===== src/design/u8s_pkg.sv =====
// ----------------------------------------------------------------------------
// u8s_pkg
// Shared types and constants of the UTF-8 stream sanitizer.
// ----------------------------------------------------------------------------
package u8s_pkg;

    // configuration register indexes (paddr[3:2])
    localparam logic [1:0] REG_OVERLONG  = 2'd0;
    localparam logic [1:0] REG_SURROGATE = 2'd1;
    localparam logic [1:0] REG_RANGE     = 2'd2;
    localparam logic [1:0] REG_NONCHAR   = 2'd3;

    localparam int APB_AW = 4;
    localparam int APB_DW = 32;

    // replacement character U+FFFD in UTF-8
    localparam logic [7:0] REPL_B0 = 8'hEF;
    localparam logic [7:0] REPL_B1 = 8'hBF;
    localparam logic [7:0] REPL_B2 = 8'hBD;

    localparam logic [20:0] CP_MAX      = 21'h10FFFF;
    localparam logic [20:0] CP_SUR_LO   = 21'h00D800;
    localparam logic [20:0] CP_SUR_HI   = 21'h00DFFF;
    localparam logic [20:0] CP_NC_LO    = 21'h00FDD0;
    localparam logic [20:0] CP_NC_HI    = 21'h00FDEF;
    localparam logic [20:0] CP_MIN_2B   = 21'h000080;
    localparam logic [20:0] CP_MIN_3B   = 21'h000800;
    localparam logic [20:0] CP_MIN_4B   = 21'h010000;
    localparam logic [20:0] CP_MAX_1B   = 21'h00007F;
    localparam logic [20:0] CP_MAX_2B   = 21'h0007FF;
    localparam logic [20:0] CP_MAX_3B   = 21'h00FFFF;

    // command queue between front and back
    localparam int CMDQ_DEPTH = 4;
    localparam int CMDQ_AW    = $clog2(CMDQ_DEPTH);
    localparam int CMDQ_CW    = $clog2(CMDQ_DEPTH + 1);

    typedef struct packed {
        logic reject_overlong;
        logic reject_surrogate;
        logic reject_out_of_range;
        logic reject_nonchar;
    } t_cfg;

    // one input byte's worth of output: replacement count, then literal bytes
    typedef struct packed {
        logic [2:0]      rep_cnt;
        logic [2:0]      lit_len;
        logic [3:0][7:0] lit;
    } t_cmd;

endpackage


===== src/design/u8s_if.sv =====
// ----------------------------------------------------------------------------
// u8s_if
// Valid/ready channels of the UTF-8 stream sanitizer.
// ----------------------------------------------------------------------------
interface u8s_in_if;
    logic       valid;
    logic       ready;
    logic [7:0] data_byte;
    logic       end_of_text;

    modport source (output valid, output data_byte, output end_of_text, input ready);
    modport sink   (input valid, input data_byte, input end_of_text, output ready);
endinterface

interface u8s_out_if;
    logic       valid;
    logic       ready;
    logic [7:0] out_byte;
    logic       is_replacement;
    logic       run_last;

    modport source (output valid, output out_byte, output is_replacement, output run_last,
                    input ready);
    modport sink   (input valid, input out_byte, input is_replacement, input run_last,
                    output ready);
endinterface


===== src/design/u8s_front.sv =====
// ----------------------------------------------------------------------------
// u8s_front
// Decodes input bytes, tracks the pending sequence, pushes output commands.
// ----------------------------------------------------------------------------
module u8s_front (
    input  logic           i_clk,
    input  logic           i_rst_n,
    u8s_in_if.sink         i_in,
    input  u8s_pkg::t_cfg  i_cfg,
    input  logic           i_q_full,
    output logic           o_push,
    output u8s_pkg::t_cmd  o_cmd
);
    import u8s_pkg::*;

    logic [2:0]  r_seq_len, n_seq_len;
    logic [1:0]  r_taken, n_taken;
    logic [20:0] r_cp, n_cp;

    logic        acc;
    logic        pending;
    logic        is_cont;
    logic [7:0]  b;
    logic        eot;

    logic        ld_ascii;
    logic        ld_bad;
    logic [2:0]  ld_len;
    logic [20:0] ld_bits;

    logic [20:0]     cp_next;
    logic [2:0]      taken_inc;
    logic            fin_bad;
    logic            enc_repl;
    logic [2:0]      enc_len;
    logic [3:0][7:0] enc_bytes;
    logic            sur, oor, ovl, nonch;

    logic            use_lead;
    logic [2:0]      rep;
    logic [2:0]      lit_len;
    logic [3:0][7:0] lit;

    assign b       = i_in.data_byte;
    assign eot     = i_in.end_of_text;
    assign i_in.ready = !i_q_full;
    assign acc     = i_in.valid && !i_q_full;
    assign pending = (r_seq_len != 3'd0) && (r_seq_len <= 3'd4) && (r_taken != 2'd0)
                     && ({1'b0, r_taken} < r_seq_len);
    assign is_cont = (b[7:6] == 2'b10);

    // lead byte classification
    always_comb begin
        ld_ascii = !b[7];
        ld_bad   = 1'b0;
        ld_len   = 3'd0;
        ld_bits  = '0;
        priority if (!b[7]) begin
            ld_len = 3'd1;
        end else if (b[7:5] == 3'b110) begin
            ld_len  = 3'd2;
            ld_bits = {16'd0, b[4:0]};
        end else if (b[7:4] == 4'b1110) begin
            ld_len  = 3'd3;
            ld_bits = {17'd0, b[3:0]};
        end else if (b[7:3] == 5'b11110) begin
            ld_len  = 3'd4;
            ld_bits = {18'd0, b[2:0]};
        end else begin
            ld_bad = 1'b1;
        end
    end

    assign cp_next   = {r_cp[14:0], b[5:0]};
    assign taken_inc = {1'b0, r_taken} + 3'd1;

    // checks on a completed code point
    always_comb begin
        ovl = ((r_seq_len == 3'd2) && (cp_next < CP_MIN_2B))
           || ((r_seq_len == 3'd3) && (cp_next < CP_MIN_3B))
           || ((r_seq_len == 3'd4) && (cp_next < CP_MIN_4B));
        sur = (cp_next >= CP_SUR_LO) && (cp_next <= CP_SUR_HI);
        oor = (cp_next > CP_MAX);
        nonch = ((cp_next >= CP_NC_LO) && (cp_next <= CP_NC_HI))
             || ((cp_next[15:1] == 15'h7FFF) && !oor);
        fin_bad = (i_cfg.reject_overlong && ovl) || (i_cfg.reject_surrogate && sur)
               || (i_cfg.reject_out_of_range && oor) || (i_cfg.reject_nonchar && nonch);
        enc_repl = oor || sur;
    end

    // shortest-form encoder
    always_comb begin
        enc_bytes = '0;
        priority if (cp_next <= CP_MAX_1B) begin
            enc_len      = 3'd1;
            enc_bytes[0] = {1'b0, cp_next[6:0]};
        end else if (cp_next <= CP_MAX_2B) begin
            enc_len      = 3'd2;
            enc_bytes[0] = {3'b110, cp_next[10:6]};
            enc_bytes[1] = {2'b10, cp_next[5:0]};
        end else if (cp_next <= CP_MAX_3B) begin
            enc_len      = 3'd3;
            enc_bytes[0] = {4'b1110, cp_next[15:12]};
            enc_bytes[1] = {2'b10, cp_next[11:6]};
            enc_bytes[2] = {2'b10, cp_next[5:0]};
        end else begin
            enc_len      = 3'd4;
            enc_bytes[0] = {5'b11110, cp_next[20:18]};
            enc_bytes[1] = {2'b10, cp_next[17:12]};
            enc_bytes[2] = {2'b10, cp_next[11:6]};
            enc_bytes[3] = {2'b10, cp_next[5:0]};
        end
    end

    // sequence tracking and command build
    always_comb begin
        n_seq_len = r_seq_len;
        n_taken   = r_taken;
        n_cp      = r_cp;
        rep       = 3'd0;
        lit_len   = 3'd0;
        lit       = '0;
        use_lead  = 1'b0;
        if (!pending) begin
            n_seq_len = 3'd0;
            n_taken   = 2'd0;
            n_cp      = '0;
            use_lead  = 1'b1;
        end else if (is_cont) begin
            if (taken_inc >= r_seq_len) begin
                if (fin_bad) begin
                    rep = r_seq_len;
                end else if (enc_repl) begin
                    rep = 3'd1;
                end else begin
                    lit_len = enc_len;
                    lit     = enc_bytes;
                end
                n_seq_len = 3'd0;
                n_taken   = 2'd0;
                n_cp      = '0;
            end else if (eot) begin
                // truncated at end of text
                rep       = taken_inc;
                n_seq_len = 3'd0;
                n_taken   = 2'd0;
                n_cp      = '0;
            end else begin
                n_cp    = cp_next;
                n_taken = taken_inc[1:0];
            end
        end else begin
            // broken sequence, then the byte is retried as a lead
            rep       = {1'b0, r_taken};
            n_seq_len = 3'd0;
            n_taken   = 2'd0;
            n_cp      = '0;
            use_lead  = 1'b1;
        end
        if (use_lead) begin
            if (ld_ascii) begin
                lit_len = 3'd1;
                lit[0]  = b;
            end else if (ld_bad || eot) begin
                rep = rep + 3'd1;
            end else begin
                n_seq_len = ld_len;
                n_taken   = 2'd1;
                n_cp      = ld_bits;
            end
        end
    end

    always_ff @(posedge i_clk) begin
        if (!i_rst_n) begin
            r_seq_len <= 3'd0;
            r_taken   <= 2'd0;
            r_cp      <= '0;
        end else if (acc) begin
            r_seq_len <= n_seq_len;
            r_taken   <= n_taken;
            r_cp      <= n_cp;
        end
    end

    assign o_push        = acc && ((rep != 3'd0) || (lit_len != 3'd0));
    assign o_cmd.rep_cnt = rep;
    assign o_cmd.lit_len = lit_len;
    assign o_cmd.lit     = lit;

endmodule


===== src/design/u8s_cmdq.sv =====
// ----------------------------------------------------------------------------
// u8s_cmdq
// Small command FIFO between the decoder front and the byte emitter.
// ----------------------------------------------------------------------------
module u8s_cmdq (
    input  logic           i_clk,
    input  logic           i_rst_n,
    input  logic           i_push,
    input  u8s_pkg::t_cmd  i_cmd,
    input  logic           i_pop,
    output logic           o_full,
    output logic           o_valid,
    output u8s_pkg::t_cmd  o_cmd
);
    import u8s_pkg::*;

    t_cmd               r_mem [CMDQ_DEPTH];
    logic [CMDQ_AW-1:0] r_wr;
    logic [CMDQ_AW-1:0] r_rd;
    logic [CMDQ_CW-1:0] r_cnt;

    assign o_full  = (r_cnt == CMDQ_CW'(CMDQ_DEPTH));
    assign o_valid = (r_cnt != '0);
    assign o_cmd   = r_mem[r_rd];

    always_ff @(posedge i_clk) begin
        if (i_push) begin
            r_mem[r_wr] <= i_cmd;
        end
    end

    always_ff @(posedge i_clk) begin
        if (!i_rst_n) begin
            r_wr  <= '0;
            r_rd  <= '0;
            r_cnt <= '0;
        end else begin
            if (i_push) begin
                r_wr <= r_wr + CMDQ_AW'(1);
            end
            if (i_pop) begin
                r_rd <= r_rd + CMDQ_AW'(1);
            end
            r_cnt <= r_cnt + CMDQ_CW'(i_push) - CMDQ_CW'(i_pop);
        end
    end

    a_no_overflow: assert property (@(posedge i_clk) disable iff (!i_rst_n)
        i_push |-> !o_full || i_pop)
        else $error("command pushed into a full queue");

    a_no_underflow: assert property (@(posedge i_clk) disable iff (!i_rst_n)
        i_pop |-> o_valid)
        else $error("command popped from an empty queue");

    a_ptr_gap: assert property (@(posedge i_clk) disable iff (!i_rst_n)
        (r_cnt != CMDQ_CW'(CMDQ_DEPTH)) |-> ((r_wr - r_rd) == r_cnt[CMDQ_AW-1:0]))
        else $error("queue pointers disagree with fill count");

endmodule


===== src/design/u8s_back.sv =====
// ----------------------------------------------------------------------------
// u8s_back
// Expands queued commands into output bytes, one byte per cycle while o_out is ready.
// ----------------------------------------------------------------------------
module u8s_back (
    input  logic           i_clk,
    input  logic           i_rst_n,
    input  logic           i_valid,
    input  u8s_pkg::t_cmd  i_cmd,
    output logic           o_pop,
    u8s_out_if.source      o_out
);
    import u8s_pkg::*;

    logic [2:0] r_rep_done;
    logic [1:0] r_phase;
    logic [1:0] r_lit_idx;

    logic       r_out_valid;
    logic [7:0] r_out_byte;
    logic       r_out_repl;
    logic       r_out_last;

    logic       in_rep;
    logic       last;
    logic       load;
    logic [7:0] sel_byte;
    logic [7:0] repl_byte;

    assign in_rep = (r_rep_done < i_cmd.rep_cnt);
    assign load   = i_valid && (!r_out_valid || o_out.ready);

    always_comb begin
        unique case (r_phase)
            2'd0:    repl_byte = REPL_B0;
            2'd1:    repl_byte = REPL_B1;
            default: repl_byte = REPL_B2;
        endcase
    end

    always_comb begin
        if (in_rep) begin
            sel_byte = repl_byte;
            last     = (r_phase == 2'd2) && ((r_rep_done + 3'd1) == i_cmd.rep_cnt)
                       && (i_cmd.lit_len == 3'd0);
        end else begin
            sel_byte = i_cmd.lit[r_lit_idx];
            last     = (({1'b0, r_lit_idx} + 3'd1) == i_cmd.lit_len);
        end
    end

    assign o_pop = load && last;

    always_ff @(posedge i_clk) begin
        if (!i_rst_n) begin
            r_rep_done  <= 3'd0;
            r_phase     <= 2'd0;
            r_lit_idx   <= 2'd0;
            r_out_valid <= 1'b0;
        end else if (load) begin
            r_out_valid <= 1'b1;
            if (last) begin
                r_rep_done <= 3'd0;
                r_phase    <= 2'd0;
                r_lit_idx  <= 2'd0;
            end else if (in_rep) begin
                if (r_phase == 2'd2) begin
                    r_phase    <= 2'd0;
                    r_rep_done <= r_rep_done + 3'd1;
                end else begin
                    r_phase <= r_phase + 2'd1;
                end
            end else begin
                r_lit_idx <= r_lit_idx + 2'd1;
            end
        end else if (o_out.ready) begin
            r_out_valid <= 1'b0;
        end
    end

    always_ff @(posedge i_clk) begin
        if (load) begin
            r_out_byte <= sel_byte;
            r_out_repl <= in_rep;
            r_out_last <= last;
        end
    end

    assign o_out.valid          = r_out_valid;
    assign o_out.out_byte       = r_out_byte;
    assign o_out.is_replacement = r_out_repl;
    assign o_out.run_last       = r_out_last;

    a_pop_marks_last: assert property (@(posedge i_clk) disable iff (!i_rst_n)
        o_pop |=> r_out_valid && r_out_last)
        else $error("command retired without a last-byte mark");

    a_idle_counters: assert property (@(posedge i_clk) disable iff (!i_rst_n)
        !i_valid |-> (r_rep_done == 3'd0) && (r_phase == 2'd0) && (r_lit_idx == 2'd0))
        else $error("expansion counters left mid-command");

    a_rep_bound: assert property (@(posedge i_clk) disable iff (!i_rst_n)
        i_valid |-> (r_rep_done <= i_cmd.rep_cnt) && (r_phase != 2'd3))
        else $error("replacement counter ran past its command");

endmodule


===== src/design/utf8_stream_sanitizer.sv =====
// ----------------------------------------------------------------------------
// utf8_stream_sanitizer
// Streaming UTF-8 validator that re-emits shortest-form bytes and U+FFFD.
// ----------------------------------------------------------------------------
//  channel  | dir | handshake      | payload
//  ---------+-----+----------------+-------------------------------------------
//  i_in     | in  | valid / ready  | data_byte[7:0], end_of_text
//  o_out    | out | valid / ready  | out_byte[7:0], is_replacement, run_last
//  apb      | in  | psel / penable | paddr[3:0], pwdata[31:0], prdata[31:0]
//
//  an input byte is decoded in the cycle it is accepted; up to four commands wait
//  in the queue, so input is taken every cycle while the queue has room
//  output runs at one byte per cycle while o_out is ready; an input causing k
//  result bytes (0..12) holds the emitter for all k, three for a bad byte
//  first result byte goes through the command queue and the output register
//  reset is synchronous and clears the sequence state, queue and config registers
//  an output stall fills the queue and then drops i_in.ready
// ----------------------------------------------------------------------------
module utf8_stream_sanitizer (
    input  logic                       i_clk,
    input  logic                       i_rst_n,
    u8s_in_if.sink                     i_in,
    u8s_out_if.source                  o_out,
    input  logic                       psel,
    input  logic                       penable,
    input  logic                       pwrite,
    input  logic [u8s_pkg::APB_AW-1:0] paddr,
    input  logic [u8s_pkg::APB_DW-1:0] pwdata,
    output logic [u8s_pkg::APB_DW-1:0] prdata,
    output logic                       pready
);
    import u8s_pkg::*;

    t_cfg r_cfg;
    logic rd_bit;

    logic q_full;
    logic push;
    t_cmd push_cmd;
    logic q_valid;
    t_cmd q_cmd;
    logic pop;

    assign pready = 1'b1;

    always_ff @(posedge i_clk) begin
        if (!i_rst_n) begin
            r_cfg <= '0;
        end else if (psel && penable && pwrite) begin
            unique case (paddr[3:2])
                REG_OVERLONG:  r_cfg.reject_overlong     <= pwdata[0];
                REG_SURROGATE: r_cfg.reject_surrogate    <= pwdata[0];
                REG_RANGE:     r_cfg.reject_out_of_range <= pwdata[0];
                REG_NONCHAR:   r_cfg.reject_nonchar      <= pwdata[0];
                default:       r_cfg <= r_cfg;
            endcase
        end
    end

    always_comb begin
        unique case (paddr[3:2])
            REG_OVERLONG:  rd_bit = r_cfg.reject_overlong;
            REG_SURROGATE: rd_bit = r_cfg.reject_surrogate;
            REG_RANGE:     rd_bit = r_cfg.reject_out_of_range;
            REG_NONCHAR:   rd_bit = r_cfg.reject_nonchar;
            default:       rd_bit = 1'b0;
        endcase
    end

    assign prdata = {{(APB_DW-1){1'b0}}, rd_bit};

    u8s_front u_front (
        .i_clk    (i_clk),
        .i_rst_n  (i_rst_n),
        .i_in     (i_in),
        .i_cfg    (r_cfg),
        .i_q_full (q_full),
        .o_push   (push),
        .o_cmd    (push_cmd)
    );

    u8s_cmdq u_cmdq (
        .i_clk   (i_clk),
        .i_rst_n (i_rst_n),
        .i_push  (push),
        .i_cmd   (push_cmd),
        .i_pop   (pop),
        .o_full  (q_full),
        .o_valid (q_valid),
        .o_cmd   (q_cmd)
    );

    u8s_back u_back (
        .i_clk   (i_clk),
        .i_rst_n (i_rst_n),
        .i_valid (q_valid),
        .i_cmd   (q_cmd),
        .o_pop   (pop),
        .o_out   (o_out)
    );

endmodule


===== src/flat_wrapper.sv =====
// flat-port wrapper written by rule: the top's interface ports become plain ports
module utf8_stream_sanitizer_flat import u8s_pkg::*;
  (i_clk, i_rst_n, psel, penable, pwrite, paddr, pwdata, prdata, pready, i_in_valid, i_in_data_byte, i_in_end_of_text, i_in_ready, o_out_valid, o_out_out_byte, o_out_is_replacement, o_out_run_last, o_out_ready);
  u8s_in_if i_in_i ();
  u8s_out_if o_out_i ();
  input  logic i_clk;
  input  logic i_rst_n;
  input  logic psel;
  input  logic penable;
  input  logic pwrite;
  input  logic [u8s_pkg::APB_AW-1:0] paddr;
  input  logic [u8s_pkg::APB_DW-1:0] pwdata;
  output logic [u8s_pkg::APB_DW-1:0] prdata;
  output logic pready;
  input wire logic [$bits(i_in_i.valid)-1:0] i_in_valid;
  input wire logic [$bits(i_in_i.data_byte)-1:0] i_in_data_byte;
  input wire logic [$bits(i_in_i.end_of_text)-1:0] i_in_end_of_text;
  output wire logic [$bits(i_in_i.ready)-1:0] i_in_ready;
  output wire logic [$bits(o_out_i.valid)-1:0] o_out_valid;
  output wire logic [$bits(o_out_i.out_byte)-1:0] o_out_out_byte;
  output wire logic [$bits(o_out_i.is_replacement)-1:0] o_out_is_replacement;
  output wire logic [$bits(o_out_i.run_last)-1:0] o_out_run_last;
  input wire logic [$bits(o_out_i.ready)-1:0] o_out_ready;
  assign i_in_i.valid = i_in_valid;
  assign i_in_i.data_byte = i_in_data_byte;
  assign i_in_i.end_of_text = i_in_end_of_text;
  assign i_in_ready = i_in_i.ready;
  assign o_out_valid = o_out_i.valid;
  assign o_out_out_byte = o_out_i.out_byte;
  assign o_out_is_replacement = o_out_i.is_replacement;
  assign o_out_run_last = o_out_i.run_last;
  assign o_out_i.ready = o_out_ready;
  utf8_stream_sanitizer u_core (.i_clk(i_clk), .i_rst_n(i_rst_n), .i_in(i_in_i), .o_out(o_out_i), .psel(psel), .penable(penable), .pwrite(pwrite), .paddr(paddr), .pwdata(pwdata), .prdata(prdata), .pready(pready));
endmodule

===== config.mk =====
export PLATFORM = sky130hd
export DESIGN_NAME = utf8_stream_sanitizer_flat
export DESIGN_NICKNAME = d
export VERILOG_FILES = /design/src/design/u8s_pkg.sv /design/src/design/u8s_if.sv /design/src/design/u8s_front.sv /design/src/design/u8s_cmdq.sv /design/src/design/u8s_back.sv /design/src/design/utf8_stream_sanitizer.sv /design/src/flat_wrapper.sv
export SDC_FILE = /design/constraint.sdc
export NUM_CORES = 1
export LEC_CHECK = 0
export ABC_CLOCK_PERIOD_IN_PS = 7700
export BUFFER_PORTS_ARGS = -buffer_cell sky130_fd_sc_hd__clkbuf_2
export CAP_MARGIN = 20
export CORE_AREA = 2 2 145 147
export CTS_BUF_LIST = sky130_fd_sc_hd__clkbuf_8
export CTS_CLUSTER_SIZE = 24
export DETAILED_ROUTE_END_ITERATION = 8
export DIE_AREA = 0 0 147 149
export PLACE_DENSITY_LB_ADDON = 0.3
export REMOVE_ABC_BUFFERS = 1
export SLEW_MARGIN = 0
export SYNTH_ARGS = -nofsm -noshare
export SYNTH_HDL_FRONTEND = slang
export SYNTH_SLANG_ARGS = --single-unit

===== constraint.sdc =====
create_clock -name i_clk -period 7.7 [get_ports i_clk]
set_input_delay 0 -clock i_clk [delete_from_list [all_inputs] [get_ports i_clk]]
set_output_delay 0 -clock i_clk [all_outputs]
set_load 0.01 [all_outputs]

# After elaboration in Yosys (flattened, before gate mapping)

Memories as Yosys holds them, arrays and structs flattened. A register that Yosys moved wholly into a read port is not among the register bits.
Index checks and enable logic that the tools add are counted.

Register bits after elaboration: 49
Bits in writable memories: 152
Bits of input ports: 52
Output and inout bits: 45
Word-level logic and storage cells: 198
Memories: 1

Add/subtract/negate cells: 10
Order comparisons: 16
Equality and inequality tests: 17
Muxes and demuxes: 85
Reductions and logical operators: 52

Memory list:

| memory              | words | bits a word | rd ports | clocked after Yosys merged registers in | write ports | line           | RTL |
|---|---|---|---|---|---|---|---|
| u_core.u_cmdq.r_mem | 4     | 38          | 1        | 1                                       | 1           | u8s_cmdq.sv:17 | `t_cmd r_mem [CMDQ_DEPTH];` |

Operators with widths:

| kind                                                                 | count |
|---|---|
| 2-to-1 mux 32 bit                                                    | 5 |
| 2-to-1 mux 15 bit                                                    | 7 |
| 2-to-1 mux 3 bit                                                     | 32 |
| less-or-equal comparator 21 x 16 -> 1 bit (second input constant)    | 3 |
| 2-to-1 mux 8 bit                                                     | 6 |
| greater-or-equal comparator 21 x 16 -> 1 bit (second input constant) | 2 |
| 2-to-1 mux 16 bit                                                    | 2 |
| 2-to-1 mux 2 bit                                                     | 14 |
| 2-to-1 mux 24 bit                                                    | 1 |
| 2-to-1 mux 22 bit                                                    | 1 |
| greater-than comparator 21 bit (second input constant)               | 1 |
| less-or-equal comparator 21 x 11 -> 1 bit (second input constant)    | 1 |
| less-or-equal comparator 21 x 7 -> 1 bit (second input constant)     | 1 |
| logical AND 1 bit                                                    | 21 |
| less-than comparator 21 x 12 -> 1 bit (second input constant)        | 1 |
| less-than comparator 21 x 17 -> 1 bit (second input constant)        | 1 |
| less-than comparator 21 x 8 -> 1 bit (second input constant)         | 1 |
| binary-select mux 8 bit (select 2 bit)                               | 1 |
| equality test 15 bit (second input constant)                         | 1 |
| case mux 7 bit (2 select lines)                                      | 1 |
| 2-to-1 mux 1 bit                                                     | 12 |
| AND reduction 2 bit                                                  | 6 |
| nonzero test 3 bit                                                   | 4 |
| logical OR 1 bit                                                     | 10 |
| other kinds (26)                                                     | 45 |

# Longest topological paths before layout

Gate-level depths: netlist of the first run.

Depth after elaboration: 21
Gate-level depth with buffers: 19
Gate-level depth less buffers: 19

# Modules after synthesis

From an unflattened synthesis of the first run, not the netlist that was laid out.

Cell total of the unflattened synthesis: 666
Area, all modules: 9,486.6 µm²

By module, submodules not included:

| module                | times used | cells an instance | area an instance (µm²) | sequential area each (µm²) |
|---|---|---|---|---|
| u8s_cmdq              | 1          | 241               | 5,941.9                | 4,744.6 |
| u8s_front             | 1          | 271               | 1,948.1                | 400.4 |
| u8s_back              | 1          | 101               | 1,152.4                | 460.4 |
| utf8_stream_sanitizer | 1          | 53                | 444.2                  | 80.1 |

# Least setup slack after synthesis of the first run

Ideal clock, no wire load.

Path type: reg2reg
Start: register u_core.u_front.r_cp[2]
End: register u_core.u_cmdq.r_cnt[2]
Setup time: 0.115 ns
Arrival time: 4.013 ns
Required time: 7.585 ns
Setup slack: 3.572 ns
Cell stages (with the launch flop): 18
Buffers on the path: 1
Period minus slack after synthesis: 4.128 ns
Cells stage by stage: dfxtp_1 > buf_6 > or4_4 > a2111oi_4 > a222oi_1 > a21o_1 > and2_4 > o22ai_1 > nor2_1 > ha_1 > a211o_2 > nor4bb_4 > a21oi_1 > ha_1 > fa_1 > xnor2_1 > xnor2_1 > and2_1

RTL lines:

| item                     | line             | RTL |
|---|---|---|
| start: declaration       | u8s_front.sv:18  | `logic [20:0] r_cp, n_cp;` |
| start signal: assignment | u8s_front.sv:182 | `r_cp <= n_cp;` |
| end signal: assignment   | u8s_cmdq.sv:44   | `r_cnt <= r_cnt + CMDQ_CW'(i_push) - CMDQ_CW'(i_pop);` |
| end: declaration         | u8s_cmdq.sv:20   | `logic [CMDQ_CW-1:0] r_cnt;` |

==> metrics.md, run 1 <==
| Metric | Value |
|---|---|
| #FFs+latches synth | `191` |
| Number of max-cap violations | `0` |
| Count of nets left with antenna violations after detail routing | `0` |
| Port Buffers | `31` |
| Antenna violations before repair | `0` |
| Setup slack on the worst flop-to-flop path | `2.95 ns` |
| Overflow left after global routing | `0` |
| Core Region | `20600 um^2` |
| Startpoint of the lowest-slack hold path | `penable` |
| Launch instance of the worst register-to-register path | `u_core.u_front.r_seq_len[0]` |
| Maximum number of buffers from clock root to sink | `2` |
| Hold Path Sink | `u_core.r_cfg[0]` |
| Fraction of synthesis flops using an asynchronous set or reset pin | `0` |
| Cell area reported after detailed placement | `9250 um^2` |
| Area fraction of the dominant cell type after synthesis | `0.501` |
| Worst-margin pin slew | `0.902 ns` |
| Number of enable flip-flop cells after synthesis | `150` |
| Count of nets after finishing | `767` |
| Count of cells along the worst register-to-register path | `18` |
| Setup repair after global routing missed its margin | `no` |
| P_int | `1.73 mW` |
| Vias per cell | `5.50` |
| Area delta synth->final | `9.08%` |
| Simple-Gate Fraction of Synth Area | `0.110` |
| Sequential area share after synthesis | `0.592` |
| Area of all placed cells without fillers | `9820 um^2` |
| Cell Chain, Critical Path | `nor2_1 > ha_1 > nor2_1 > a2111oi_4 > a222oi_1 > a21oi_1 > and2_4 > o22ai_1 > nor2_1 > ha_1 > a211o_2 > nor4bb_4 > a21oi_1 > ha_1 > fa_1 > xnor2_1 > xnor2_1 > and2_1` |
| Clock tree from TritonCTS | `done` |
| Critical Setup Path Class | `reg -> reg` |
| Vias after detailed routing | `5392` |
| Compound-Gate Fraction of Synth Area | `0.0812` |
| I/O pins | `97` |
| Share of the clock period used by the worst path | `0.617` |
| Effective utilization at floorplan | `0.438` |
| Routability congestion estimate from global placement | `0.915` |
| Upper clock frequency limit | `0.210 GHz` |
| Most used flip-flop cell after synthesis | `sky130_fd_sc_hd__edfxtp_1` |
| Final sum of negative setup slack | `0 ns` |
| Max FO, Critical Path | `6` |
| DRC Markers | `0` |
| Top post-synthesis cells by area | `sky130_fd_sc_hd__edfxtp_1, sky130_fd_sc_hd__mux4_2, sky130_fd_sc_hd__dfxtp_1` |
| Xor and xnor area share after synthesis | `0.0107` |
| Post-synthesis cell area | `9000 um^2` |
| IR drop worst, VDD | `0.122 mV` |
| Detailed Routing Iterations Pass 1 | `5` |
| Worst slew margin relative to its limit | `0.397` |
| Crit start category | `flop` |
| Area of combinational cells with multiple inputs | `3260 um^2` |
| Half-perimeter wire length after detailed placement | `11800 um` |
| Slowest stage cell, crit path | `sky130_fd_sc_hd__a222oi_1` |
| Total wirelength of the detailed-routed design | `17900 um` |
| Sequential cell area | `5330 um^2` |
| Full die area | `21900 um^2` |
| Fraction of power consumed by the clock network | `0.284` |
| Post-synthesis mux area share | `0.118` |
| Fin. Hold Viols | `0` |
| Switching part of the total | `0.266` |
| Number of H-tree levels | `4` |
| Cell count after synthesis | `655` |
| Share of cells above drive strength 1 | `0.186` |
| Switching power of the nets | `626 uW` |
| Vert. Die Dim | `149 um` |
| Leak pwr | `3.38 nW` |
| Yosys synthesis warning count | `0` |
| Post-route core utilization | `0.477` |
| Critical Path RT | `8.06 ns` |
| Post-layout total power | `2.35 mW` |
| CTS Buf Count | `17` |
| Post-Synth Adder-Cell Area | `0.0300` |
| Avg Inst Size Synth | `13.7 um^2` |
| Floorplan die width | `147 um` |
| Total of fill cells in the finished design | `1845` |
| Status | `finished, final reports clean` |
| Count of instances resized after the clock tree is built | `0` |
| Critical register-to-register path endpoint | `u_core.u_cmdq.r_cnt[2]` |
| Routed wirelength normalized by instance count | `18.3 um` |
| Count of cell types in the netlist | `65` |
| Clock sink count | `191` |
| Drt first-iter violations | `463` |
| Clk Latency, worst-skew pair | `0.47 ns` |
| Crit end category | `flop` |
| Worst Hold Path Cells | `5` |
| Post-layout minimum cycle time | `4.75 ns` |
| Global-route wire length before repair | `28900 um` |
| Std-Cell Rows | `53` |
| Endpoints failing setup | `0` |
| Power per cell area | `240 nW/um^2` |
| Endpoint arrival time on the critical path | `5.12 ns` |
| Pin count of the biggest net entering global routing | `43` |
| Most area-hungry cell type in the Yosys netlist | `sky130_fd_sc_hd__edfxtp_1` |
| Biggest cell delay along the critical path | `0.60 ns` |
| Antenna diodes | `0` |
| Max Transition Viols Final | `0` |
| Vias in the first global route | `5570` |
| Gate power share | `0.177` |
| Worst hold path class | `in -> reg` |
| Master cell of the clock root buffer | `sky130_fd_sc_hd__clkbuf_8` |
| Clock-pin slew on the worst setup and hold paths | `0.10 ns` |
| Largest family of logic cells by synthesized area | `multiplexers` |
| Maximum clock skew at final layout | `0.0183 ns` |
| Relative contribution of sequential cells to total power | `0.539` |
| Overall routing resource usage | `0.171` |
[layer usage]
layer | wire, um | global-route usage | part of all wire
met5 | 0 | 0 | 0
met2 | 9060 | 0.296 | 0.51
met1 | 7670 | 0.213 | 0.43
met3 | 804 | 0.0324 | 0.045
met4 | 366 | 0.0721 | 0.020
[worst max-delay path, delay by kind of cell (launching register included)]
family / cells / cell delay (ns)
and+or+nand+nor: 6 / 1.13
xor gates and xnor gates: 2 / 0.27
adders and majority gates: 4 / 1.14
DFF: 1 / 0.50
AOI/OAI and AO/OA: 6 / 1.59
[synth_stat cells (3+ instances only)]
library cell and count:
sky130_fd_sc_hd__mux4_2 43, sky130_fd_sc_hd__buf_1 4, sky130_fd_sc_hd__a21o_1 5, sky130_fd_sc_hd__o211ai_1 3, sky130_fd_sc_hd__clkbuf_1 19, sky130_fd_sc_hd__inv_1 28, sky130_fd_sc_hd__nand3_1 12, sky130_fd_sc_hd__o32ai_1 3
sky130_fd_sc_hd__edfxtp_1 150, sky130_fd_sc_hd__a211oi_1 4, sky130_fd_sc_hd__or2_2 9, sky130_fd_sc_hd__or4_1 3, sky130_fd_sc_hd__mux2i_1 8, sky130_fd_sc_hd__and3_1 3, sky130_fd_sc_hd__buf_4 33, sky130_fd_sc_hd__buf_2 3
sky130_fd_sc_hd__clkbuf_8 3, sky130_fd_sc_hd__nor3_1 14, sky130_fd_sc_hd__nor2b_1 25, sky130_fd_sc_hd__nand2_1 37, sky130_fd_sc_hd__dfxtp_1 41, sky130_fd_sc_hd__a31oi_1 3, sky130_fd_sc_hd__o22ai_1 3, sky130_fd_sc_hd__o31ai_1 3
sky130_fd_sc_hd__and2_1 19, sky130_fd_sc_hd__o21ai_0 16, sky130_fd_sc_hd__nand4_1 6, sky130_fd_sc_hd__o21a_1 5, sky130_fd_sc_hd__a21boi_0 6, sky130_fd_sc_hd__xnor2_1 7, sky130_fd_sc_hd__ha_1 20, sky130_fd_sc_hd__a21oi_1 17
sky130_fd_sc_hd__xor2_1 4, sky130_fd_sc_hd__a22oi_1 21, sky130_fd_sc_hd__nor4_1 5, sky130_fd_sc_hd__nor2_1 36
[how the worst max path moves through the flow]
stage / end / start / slack (ns)
finish: u_core.u_cmdq.r_cnt[2] / u_core.u_front.r_seq_len[0] / 2.95
global route: u_core.u_cmdq.r_cnt[2] / flop / 2.61
CTS: u_core.u_cmdq.r_cnt[2] / flop / 2.87
detailed placement: u_core.u_cmdq.r_cnt[2] / flop / 2.89
global placement: u_core.u_cmdq.r_cnt[2] / flop / 2.95
floorplan: u_core.u_cmdq.r_cnt[2] / flop / 2.75
[through the flow]
| stage | hold slack, ns | instances | setup slack (ns) |
|---|---|---|---|
| 2_1_floorplan | 0.115 | 621 | 2.75 |
| 3_3_place_gp | 0.283 | 934 | 2.95 |
| 3_5_place_dp | 0.288 | 934 | 2.89 |
| 4_1_cts | 0.0222 | 981 | 2.87 |
| 5_1_grt | 0.0687 | 981 | 2.61 |
| 6_report | 0.0404 | 981 | 2.95 |
[placed cells by master (no fill, tap or decap), types with 3 or more instances in the layout]
cell,n
sky130_fd_sc_hd__a21oi_1,17
sky130_fd_sc_hd__a21o_1,5
sky130_fd_sc_hd__inv_1,29
sky130_fd_sc_hd__clkbuf_8,17
sky130_fd_sc_hd__mux2i_1,8
sky130_fd_sc_hd__edfxtp_1,150
sky130_fd_sc_hd__nor4_1,5
sky130_fd_sc_hd__clkbuf_2,31
sky130_fd_sc_hd__a31oi_1,3
sky130_fd_sc_hd__nand4_1,6
sky130_fd_sc_hd__dlygate4sd3_1,16
sky130_fd_sc_hd__ha_1,20
sky130_fd_sc_hd__mux4_2,43
sky130_fd_sc_hd__and2_1,19
sky130_fd_sc_hd__nand3_1,12
sky130_fd_sc_hd__clkinv_4,6
sky130_fd_sc_hd__nor2_1,36
sky130_fd_sc_hd__o31ai_1,3
sky130_fd_sc_hd__or2_2,9
sky130_fd_sc_hd__o21a_1,5
sky130_fd_sc_hd__o32ai_1,3
sky130_fd_sc_hd__a211oi_1,4
sky130_fd_sc_hd__o22ai_1,3
sky130_fd_sc_hd__o21ai_0,16
sky130_fd_sc_hd__a21boi_0,6
sky130_fd_sc_hd__xnor2_1,7
sky130_fd_sc_hd__and3_1,3
sky130_fd_sc_hd__dfxtp_1,40
sky130_fd_sc_hd__a22oi_1,21
sky130_fd_sc_hd__bufinv_16,3
sky130_fd_sc_hd__buf_4,7
sky130_fd_sc_hd__xor2_1,4
sky130_fd_sc_hd__conb_1,32
sky130_fd_sc_hd__nand2_1,37
sky130_fd_sc_hd__or4_1,3
sky130_fd_sc_hd__o211ai_1,3
sky130_fd_sc_hd__nor2b_1,25
sky130_fd_sc_hd__nor3_1,14
[timing repair]
action / 4_1_cts / 5_1_grt
buffers inserted: 0 / 0
hold endpoints to repair: 14 / 0
hold buffers: 16 / 0
[registers in the layout (all words and copies together), names as in the netlist, named ones only]
register,cells
u_core.u_cmdq.r_mem,140
u_core.u_front.r_seq_len,3
u_core.u_back.o_out.run_last,1
u_core.u_cmdq.r_rd,2
u_core.u_front.r_cp,15
u_core.u_back.o_out.valid,1
u_core.u_cmdq.r_cnt,3
u_core.u_back.o_out.is_replacement,1
u_core.u_cmdq.r_wr,2
u_core.r_cfg,4
u_core.u_back.o_out.out_byte,8
u_core.u_back.r_lit_idx,2
u_core.u_front.r_taken,2
u_core.u_back.r_phase,2
u_core.u_back.r_rep_done,3
[power by group through the flow]
stage	combinational, mW	sequential, mW	clock [mW]
finish	0.417	1.27	0.668
global placement	0.409	1.29	0
CTS	0.428	1.27	0.682
global route	0.463	1.28	0.724
detailed placement	0.422	1.29	0
floorplan	0.271	1.31	0
[final cells by class]
cell class / count / share of cell area
Timing Repair Buffer: 54 / 0.0375
Clock inverter: 14 / 0.0173
Clock buffer: 17 / 0.0238
Tap cell: 275 / 0.0351
Sequential cell: 191 / 0.543
Multi-Input combinational cell: 401 / 0.333
Inverter: 29 / 0.0111
[kinds of logic after synthesis]
group | count (synthesis)
DFF | 191
adders and majority gates | 21
AOI/OAI and AO/OA | 102
muxes | 52
buffers and inverters | 93
xor gates and xnor gates | 11
and+or+nand+nor | 183
other | 2
Power figures use the tool's default switching activity.
==> run 2: changes to the inputs <==
Settings changed: ABC_CLOCK_PERIOD_IN_PS 7700 to 4200.
Clock period 7.7 ns to 4.2 ns, I/O delays scaled along.
==> run 2 against run 1 <==
Sequential cell count stayed put; setup slack worse by 2.9 ns; combinational power is 93% higher; register-to-register slack worse by 2.9 ns; clock skew is 0.0010 ns lower.
==> metrics.md, run 2 (same netlist as run 1, synthesis figures left out) <==
| Metric | Value |
|---|---|
| Count of cells along the worst register-to-register path | `17` |
| Routed wirelength normalized by instance count | `17.8 um` |
| Overflow left after global routing | `0` |
| Detailed Routing Iterations Pass 1 | `5` |
| Number of non-filler instances in the completed layout | `1020` |
| Clock tree from TritonCTS | `done` |
| Upper clock frequency limit | `0.243 GHz` |
| Global-route wire length before repair | `29100 um` |
| Max FO, Critical Path | `5` |
| Status | `finished, final reports clean` |
| Gate power share | `0.186` |
| Final setup margin | `0.0781 ns` |
| Relative contribution of sequential cells to total power | `0.536` |
| Clock sink count | `191` |
| Area of all placed cells without fillers | `10100 um^2` |
| Share of cells above drive strength 1 | `0.246` |
| Half-perimeter wire length after detailed placement | `12300 um` |
| Vias after detailed routing | `5587` |
| Effective utilization at floorplan | `0.438` |
| Drt first-iter violations | `573` |
| Critical Setup Path Class | `reg -> reg` |
| CTS Buf Count | `17` |
| Number of max-cap violations | `0` |
| Register with the highest flop count | `u_core.u_cmdq.r_mem` |
| Overall routing resource usage | `0.173` |
| Max Transition Viols Final | `0` |
| Count of nets left with antenna violations after detail routing | `0` |
| Maximum clock skew at final layout | `0.0173 ns` |
| Post-layout total power | `4.32 mW` |
| Maximum number of buffers from clock root to sink | `2` |
| Post-route core utilization | `0.493` |
| Full die area | `21900 um^2` |
| Master cell of the clock root buffer | `sky130_fd_sc_hd__clkbuf_8` |
| Switching power of the nets | `1.22 mW` |
| Share of the clock period used by the worst path | `0.981` |
| Hold Path Sink | `u_core.r_cfg[1]` |
| Pin count of the biggest net entering global routing | `43` |
| Leak pwr | `3.58 nW` |
| Startpoint of the lowest-slack hold path | `penable` |
| Setup slack on the worst flop-to-flop path | `0.08 ns` |
| Endpoint arrival time on the critical path | `4.49 ns` |
| Clock-pin slew on the worst setup and hold paths | `0.11 ns` |
| Area delta synth->final | `12.7%` |
| Fraction of power consumed by the clock network | `0.278` |
| I/O pins | `97` |
| Crit start category | `flop` |
| Post-layout minimum cycle time | `4.12 ns` |
| Endpoints failing setup | `0` |
| Fin. Hold Viols | `0` |
| Switching part of the total | `0.282` |
| Final-layout worst hold slack | `0.0574 ns` |
| Worst Hold Path Cells | `5` |
| Most frequent standard cell in the layout excluding fill and tap cells | `sky130_fd_sc_hd__edfxtp_1` |
| P_int | `3.11 mW` |
| Floorplan die width | `147 um` |
| Antenna diodes | `0` |
| Worst-margin pin slew | `0.853 ns` |
| Setup repair after global routing missed its margin | `yes` |
| Total wirelength of the detailed-routed design | `18100 um` |
| # placed instances | `968` |
| Count of nets after finishing | `805` |
| Routability congestion estimate from global placement | `0.926` |
| Vias in the first global route | `5583` |
| Crit end category | `flop` |
| Number of H-tree levels | `4` |
| Critical Path RT | `4.56 ns` |
| Std-Cell Rows | `53` |
| DRC Markers | `0` |
| Power per cell area | `426 nW/um^2` |
| Max reg flops | `140` |
| Most frequent cells in the layout | `sky130_fd_sc_hd__edfxtp_1, sky130_fd_sc_hd__buf_4, sky130_fd_sc_hd__mux4_2, sky130_fd_sc_hd__dfxtp_1, sky130_fd_sc_hd__nand2_1` |
| IR drop worst, VDD | `0.188 mV` |
| Core Region | `20600 um^2` |
| Cell area reported after detailed placement | `9510 um^2` |
| Worst hold path class | `in -> reg` |
| Clk Latency, worst-skew pair | `0.47 ns` |
| Final sum of negative setup slack | `0 ns` |
| Vias per cell | `5.48` |
| Antenna violations before repair | `0` |
| Vert. Die Dim | `149 um` |
| Port Buffers | `31` |
| Launch instance of the worst register-to-register path | `u_core.u_front.r_cp[10]` |
| Critical register-to-register path endpoint | `u_core.u_cmdq.r_cnt[2]` |
| Post-Place Setup Slack | `-0.0665 ns` |
| Worst slew margin relative to its limit | `0.430` |
==> run 2: cell count changes in the layout (fill, tap and decap cells not counted), moves of 2 or more <==
cell and delta:
sky130_fd_sc_hd__buf_4 +38, sky130_fd_sc_hd__clkinv_8 +3, sky130_fd_sc_hd__clkinv_1 -2, sky130_fd_sc_hd__bufinv_16 -2
sky130_fd_sc_hd__dfxtp_1 -2, sky130_fd_sc_hd__inv_8 +3, sky130_fd_sc_hd__dfxtp_2 +2
==> run 2: final cells by class <==
cell class | instances | area, um^2
multi-input cells | 401 | 3300
repair buffers | 92 | 653
inverters | 29 | 109
clock buffers | 17 | 234
fillers | 1800 | 10400
well taps | 275 | 344
clock inverters | 15 | 179
flip-flops and latches | 191 | 5330
==> run 2: power by group through the flow <==
stage	sequential, mW	combinational (mW)	clock, mW
6_report	2.32	0.805	1.20
4_1_cts	2.32	0.809	1.23
2_1_floorplan	2.39	0.497	0
5_1_grt	2.34	0.891	1.32
3_3_place_gp	2.35	0.778	0
3_5_place_dp	2.36	0.796	0
==> run 2: repair_timing <==
| action | 4_1_cts | 5_1_grt |
|---|---|---|
| hold endpoints to repair | 19 | 0 |
| buffers inserted | 0 | 4 |
| hold buffers | 16 | 0 |
| setup endpoints to repair | 1 | 1 |
| resized for setup | 6 | 5 |
| pin swaps | 1 | 5 |
==> run 2: worst max-delay path by stage <==
stage | to | from | depth (start not counted) | slack [ns]
2_1_floorplan | u_core.u_cmdq.r_cnt[2] | flop | 16 | -0.75
3_3_place_gp | u_core.u_cmdq.r_cnt[2] | u_core.u_front.r_cp[10] | 17 | 0.06
3_5_place_dp | u_core.u_cmdq.r_cnt[2] | u_core.u_front.r_cp[10] | 16 | -0.07
4_1_cts | u_core.u_cmdq.r_cnt[2] | u_core.u_front.r_cp[10] | 16 | 0.03
5_1_grt | u_core.u_cmdq.r_cnt[2] | u_core.u_front.r_cp[10] | 17 | -0.09
6_report | u_core.u_cmdq.r_cnt[2] | u_core.u_front.r_cp[10] | 17 | 0.08
==> run 2: metal layers <==
metal  vias to the layer above  wire length (um)  track usage
met2                       182              9060        0.298
met5                         -                 0            0
li1                       2566                 -            -
met4                         0               362       0.0668
met3                        31               902       0.0324
met1                      2808              7800        0.217
==> run 2: critical path: stages (launching register included) <==
cell	delay, ns
sky130_fd_sc_hd__dfxtp_1	0.33
sky130_fd_sc_hd__or4_4	0.58
sky130_fd_sc_hd__buf_4	0.18
sky130_fd_sc_hd__a2111oi_4	0.19
sky130_fd_sc_hd__a222oi_1	0.17
sky130_fd_sc_hd__a21o_1	0.20
sky130_fd_sc_hd__and2_4	0.16
sky130_fd_sc_hd__o22ai_1	0.12
sky130_fd_sc_hd__nor2_1	0.07
sky130_fd_sc_hd__ha_1	0.27
sky130_fd_sc_hd__a211o_2	0.33
sky130_fd_sc_hd__nor4bb_4	0.32
sky130_fd_sc_hd__a21oi_2	0.12
sky130_fd_sc_hd__ha_2	0.22
sky130_fd_sc_hd__fa_2	0.35
sky130_fd_sc_hd__xnor2_2	0.14
sky130_fd_sc_hd__xnor2_1	0.12
sky130_fd_sc_hd__and2_1	0.15
==> run 3: changes to the inputs <==
Settings changed: BUFFER_PORTS_ARGS -buffer_cell sky130_fd_sc_hd__clkbuf_2 to default, DONT_BUFFER_PORTS from default to 1, SLEW_MARGIN 0 to 30.
==> run 3 against run 2 <==
First-iteration DRC count shrank 14%; clock-buffer cell count unchanged; critical path depth stayed put; global-route usage grew 0.57 points; clock skew increased by 0.0016 ns; cell count shrank 2.8%; clock power is 8% higher.
==> metrics.md, run 3 (same netlist as run 1, synthesis figures left out) <==
| Metric | Value |
|---|---|
| Worst hold path class | `in -> reg` |
| Antenna diodes | `0` |
| Crit start category | `flop` |
| Post-Place Setup Slack | `-0.104 ns` |
| P_int | `3.18 mW` |
| Total wirelength of the detailed-routed design | `18600 um` |
| Launch instance of the worst register-to-register path | `u_core.u_front.r_cp[11]` |
| Crit end category | `flop` |
| Full die area | `21900 um^2` |
| Vias per cell | `5.49` |
| Sequential cell area | `5340 um^2` |
| Vias in the first global route | `5667` |
| CTS Buf Count | `17` |
| IR drop worst, VDD | `0.218 mV` |
| Setup slack on the worst flop-to-flop path | `0.12 ns` |
| Area delta synth->final | `12.1%` |
| Pin count of the biggest net entering global routing | `43` |
| Most frequent standard cell in the layout excluding fill and tap cells | `sky130_fd_sc_hd__edfxtp_1` |
| Count of nets left with antenna violations after detail routing | `0` |
| Clock sink count | `191` |
| Area of combinational cells with multiple inputs | `3310 um^2` |
| Vert. Die Dim | `149 um` |
| Maximum clock skew at final layout | `0.0189 ns` |
| Post-layout minimum cycle time | `4.08 ns` |
| Critical Setup Path Class | `reg -> reg` |
| Max Transition Viols Final | `0` |
| Overall routing resource usage | `0.178` |
| Critical Path RT | `4.57 ns` |
| Effective utilization at floorplan | `0.438` |
| Worst-margin pin slew | `0.883 ns` |
| Register with the highest flop count | `u_core.u_cmdq.r_mem` |
| Detailed Routing Iterations Pass 1 | `6` |
| Floorplan die width | `147 um` |
| Std-Cell Rows | `53` |
| Endpoints failing setup | `0` |
| Upper clock frequency limit | `0.245 GHz` |
| Max FO, Critical Path | `4` |
| Switching power of the nets | `1.19 mW` |
| Power per cell area | `433 nW/um^2` |
| Maximum number of buffers from clock root to sink | `2` |
| Cell area reported after detailed placement | `9310 um^2` |
| Max reg flops | `140` |
| Endpoint arrival time on the critical path | `4.46 ns` |
| Count of nets after finishing | `776` |
| Critical register-to-register path endpoint | `u_core.u_cmdq.r_cnt[2]` |
| Worst Hold Path Cells | `5` |
| Drt first-iter violations | `495` |
| Port Buffers | `0` |
| # placed instances | `932` |
| Antenna violations before repair | `0` |
| Hold Path Sink | `u_core.u_cmdq.r_wr[0]` |
| Count of cells along the worst register-to-register path | `17` |
| Clk Latency, worst-skew pair | `0.47 ns` |
| Global-route wire length before repair | `29800 um` |
| Share of the clock period used by the worst path | `0.973` |
| Final setup margin | `0.115 ns` |
| Total of fill cells in the finished design | `1774` |
| Fin. Hold Viols | `0` |
| Master cell of the clock root buffer | `sky130_fd_sc_hd__clkbuf_8` |
| Vias after detailed routing | `5444` |
| Post-layout total power | `4.37 mW` |
| Setup repair after global routing missed its margin | `yes` |
| Switching part of the total | `0.272` |
| Relative contribution of sequential cells to total power | `0.536` |
| Routability congestion estimate from global placement | `0.944` |
| Number of non-filler instances in the completed layout | `991` |
| Status | `finished, final reports clean` |
| DRC Markers | `0` |
| Worst slew margin relative to its limit | `0.410` |
| Number of H-tree levels | `4` |
| Half-perimeter wire length after detailed placement | `12100 um` |
| Final sum of negative setup slack | `0 ns` |
| Number of max-cap violations | `0` |
| Share of cells above drive strength 1 | `0.216` |
| Most frequent cells in the layout | `sky130_fd_sc_hd__edfxtp_1, sky130_fd_sc_hd__mux4_2, sky130_fd_sc_hd__nand2_1, sky130_fd_sc_hd__buf_4, sky130_fd_sc_hd__nor2_1` |
| Startpoint of the lowest-slack hold path | `i_in_data_byte[7]` |
| Fraction of power consumed by the clock network | `0.295` |
| Core Region | `20600 um^2` |
| Clock-pin slew on the worst setup and hold paths | `0.10 ns` |
| I/O pins | `97` |
| Routed wirelength normalized by instance count | `18.8 um` |
| Leak pwr | `3.46 nW` |
| Area of all placed cells without fillers | `10100 um^2` |
| Gate power share | `0.168` |
| Overflow left after global routing | `0` |
| Clock tree from TritonCTS | `done` |
run 3: cell type report:
cell class / count / share of cell area
clock buffers: 17 / 0.0232
repair buffers: 63 / 0.0544
clock inverters: 15 / 0.0198
well taps: 275 / 0.0341
flip-flops and latches: 191 / 0.529
inverters: 29 / 0.0108
multi-input cells: 401 / 0.328
run 3: metal layers:
metal	track usage	part of all wire
met4	0.0630	0.013
met3	0.0401	0.053
met5	0	0
met1	0.224	0.43
met2	0.307	0.51
run 3: repair_timing:
item	4_1_cts	5_1_grt
hold buffers	25	0
resized for setup	6	19
setup buffers	0	2
endpoints found under the setup margin	1	2
pin swaps	1	13
hold endpoints to repair	133	0
run 3: critical path, cell delays in order (launching register included):
cell and delay, ns:
sky130_fd_sc_hd__dfxtp_2 0.34, sky130_fd_sc_hd__or4_4 0.57, sky130_fd_sc_hd__buf_6 0.15, sky130_fd_sc_hd__a2111oi_4 0.18, sky130_fd_sc_hd__a222oi_1 0.19, sky130_fd_sc_hd__a21o_1 0.23
sky130_fd_sc_hd__and2_4 0.14, sky130_fd_sc_hd__o22ai_2 0.08, sky130_fd_sc_hd__nor2_1 0.07, sky130_fd_sc_hd__ha_1 0.26, sky130_fd_sc_hd__a211o_2 0.37, sky130_fd_sc_hd__nor4bb_4 0.33
sky130_fd_sc_hd__a21oi_2 0.11, sky130_fd_sc_hd__ha_2 0.22, sky130_fd_sc_hd__fa_2 0.33, sky130_fd_sc_hd__xnor2_1 0.14, sky130_fd_sc_hd__xnor2_1 0.12, sky130_fd_sc_hd__and2_1 0.15
run 3: through the flow:
step	util	hold slack [ns]
floorplan	-	0.115
global placement	0.453	0.120
detailed placement	0.453	0.126
CTS	0.488	0.0263
global route	0.491	0.0650
finish	0.491	0.0681
run 3: power by group through the flow:
stage	Clock, mW	Combinational, mW	Sequential (mW)
2_1_floorplan	0	0.497	2.39
3_3_place_gp	0	0.693	2.38
3_5_place_dp	0	0.712	2.39
4_1_cts	1.31	0.743	2.35
5_1_grt	1.38	0.816	2.37
6_report	1.29	0.736	2.34
run 3: worst max-delay path by stage:
stage	start	cells past startpoint	endpoint	slack, ns
3_3_place_gp	u_core.u_front.r_cp[10]	17	u_core.u_cmdq.r_cnt[2]	0.03
5_1_grt	u_core.u_front.r_cp[11]	17	u_core.u_cmdq.r_cnt[2]	-0.05
2_1_floorplan	flop	16	u_core.u_cmdq.r_cnt[2]	-0.75
6_report	u_core.u_front.r_cp[11]	17	u_core.u_cmdq.r_cnt[2]	0.12
4_1_cts	u_core.u_front.r_cp[10]	17	u_core.u_cmdq.r_cnt[2]	0.01
3_5_place_dp	u_core.u_front.r_taken[1]	16	u_core.u_cmdq.r_cnt[2]	-0.10
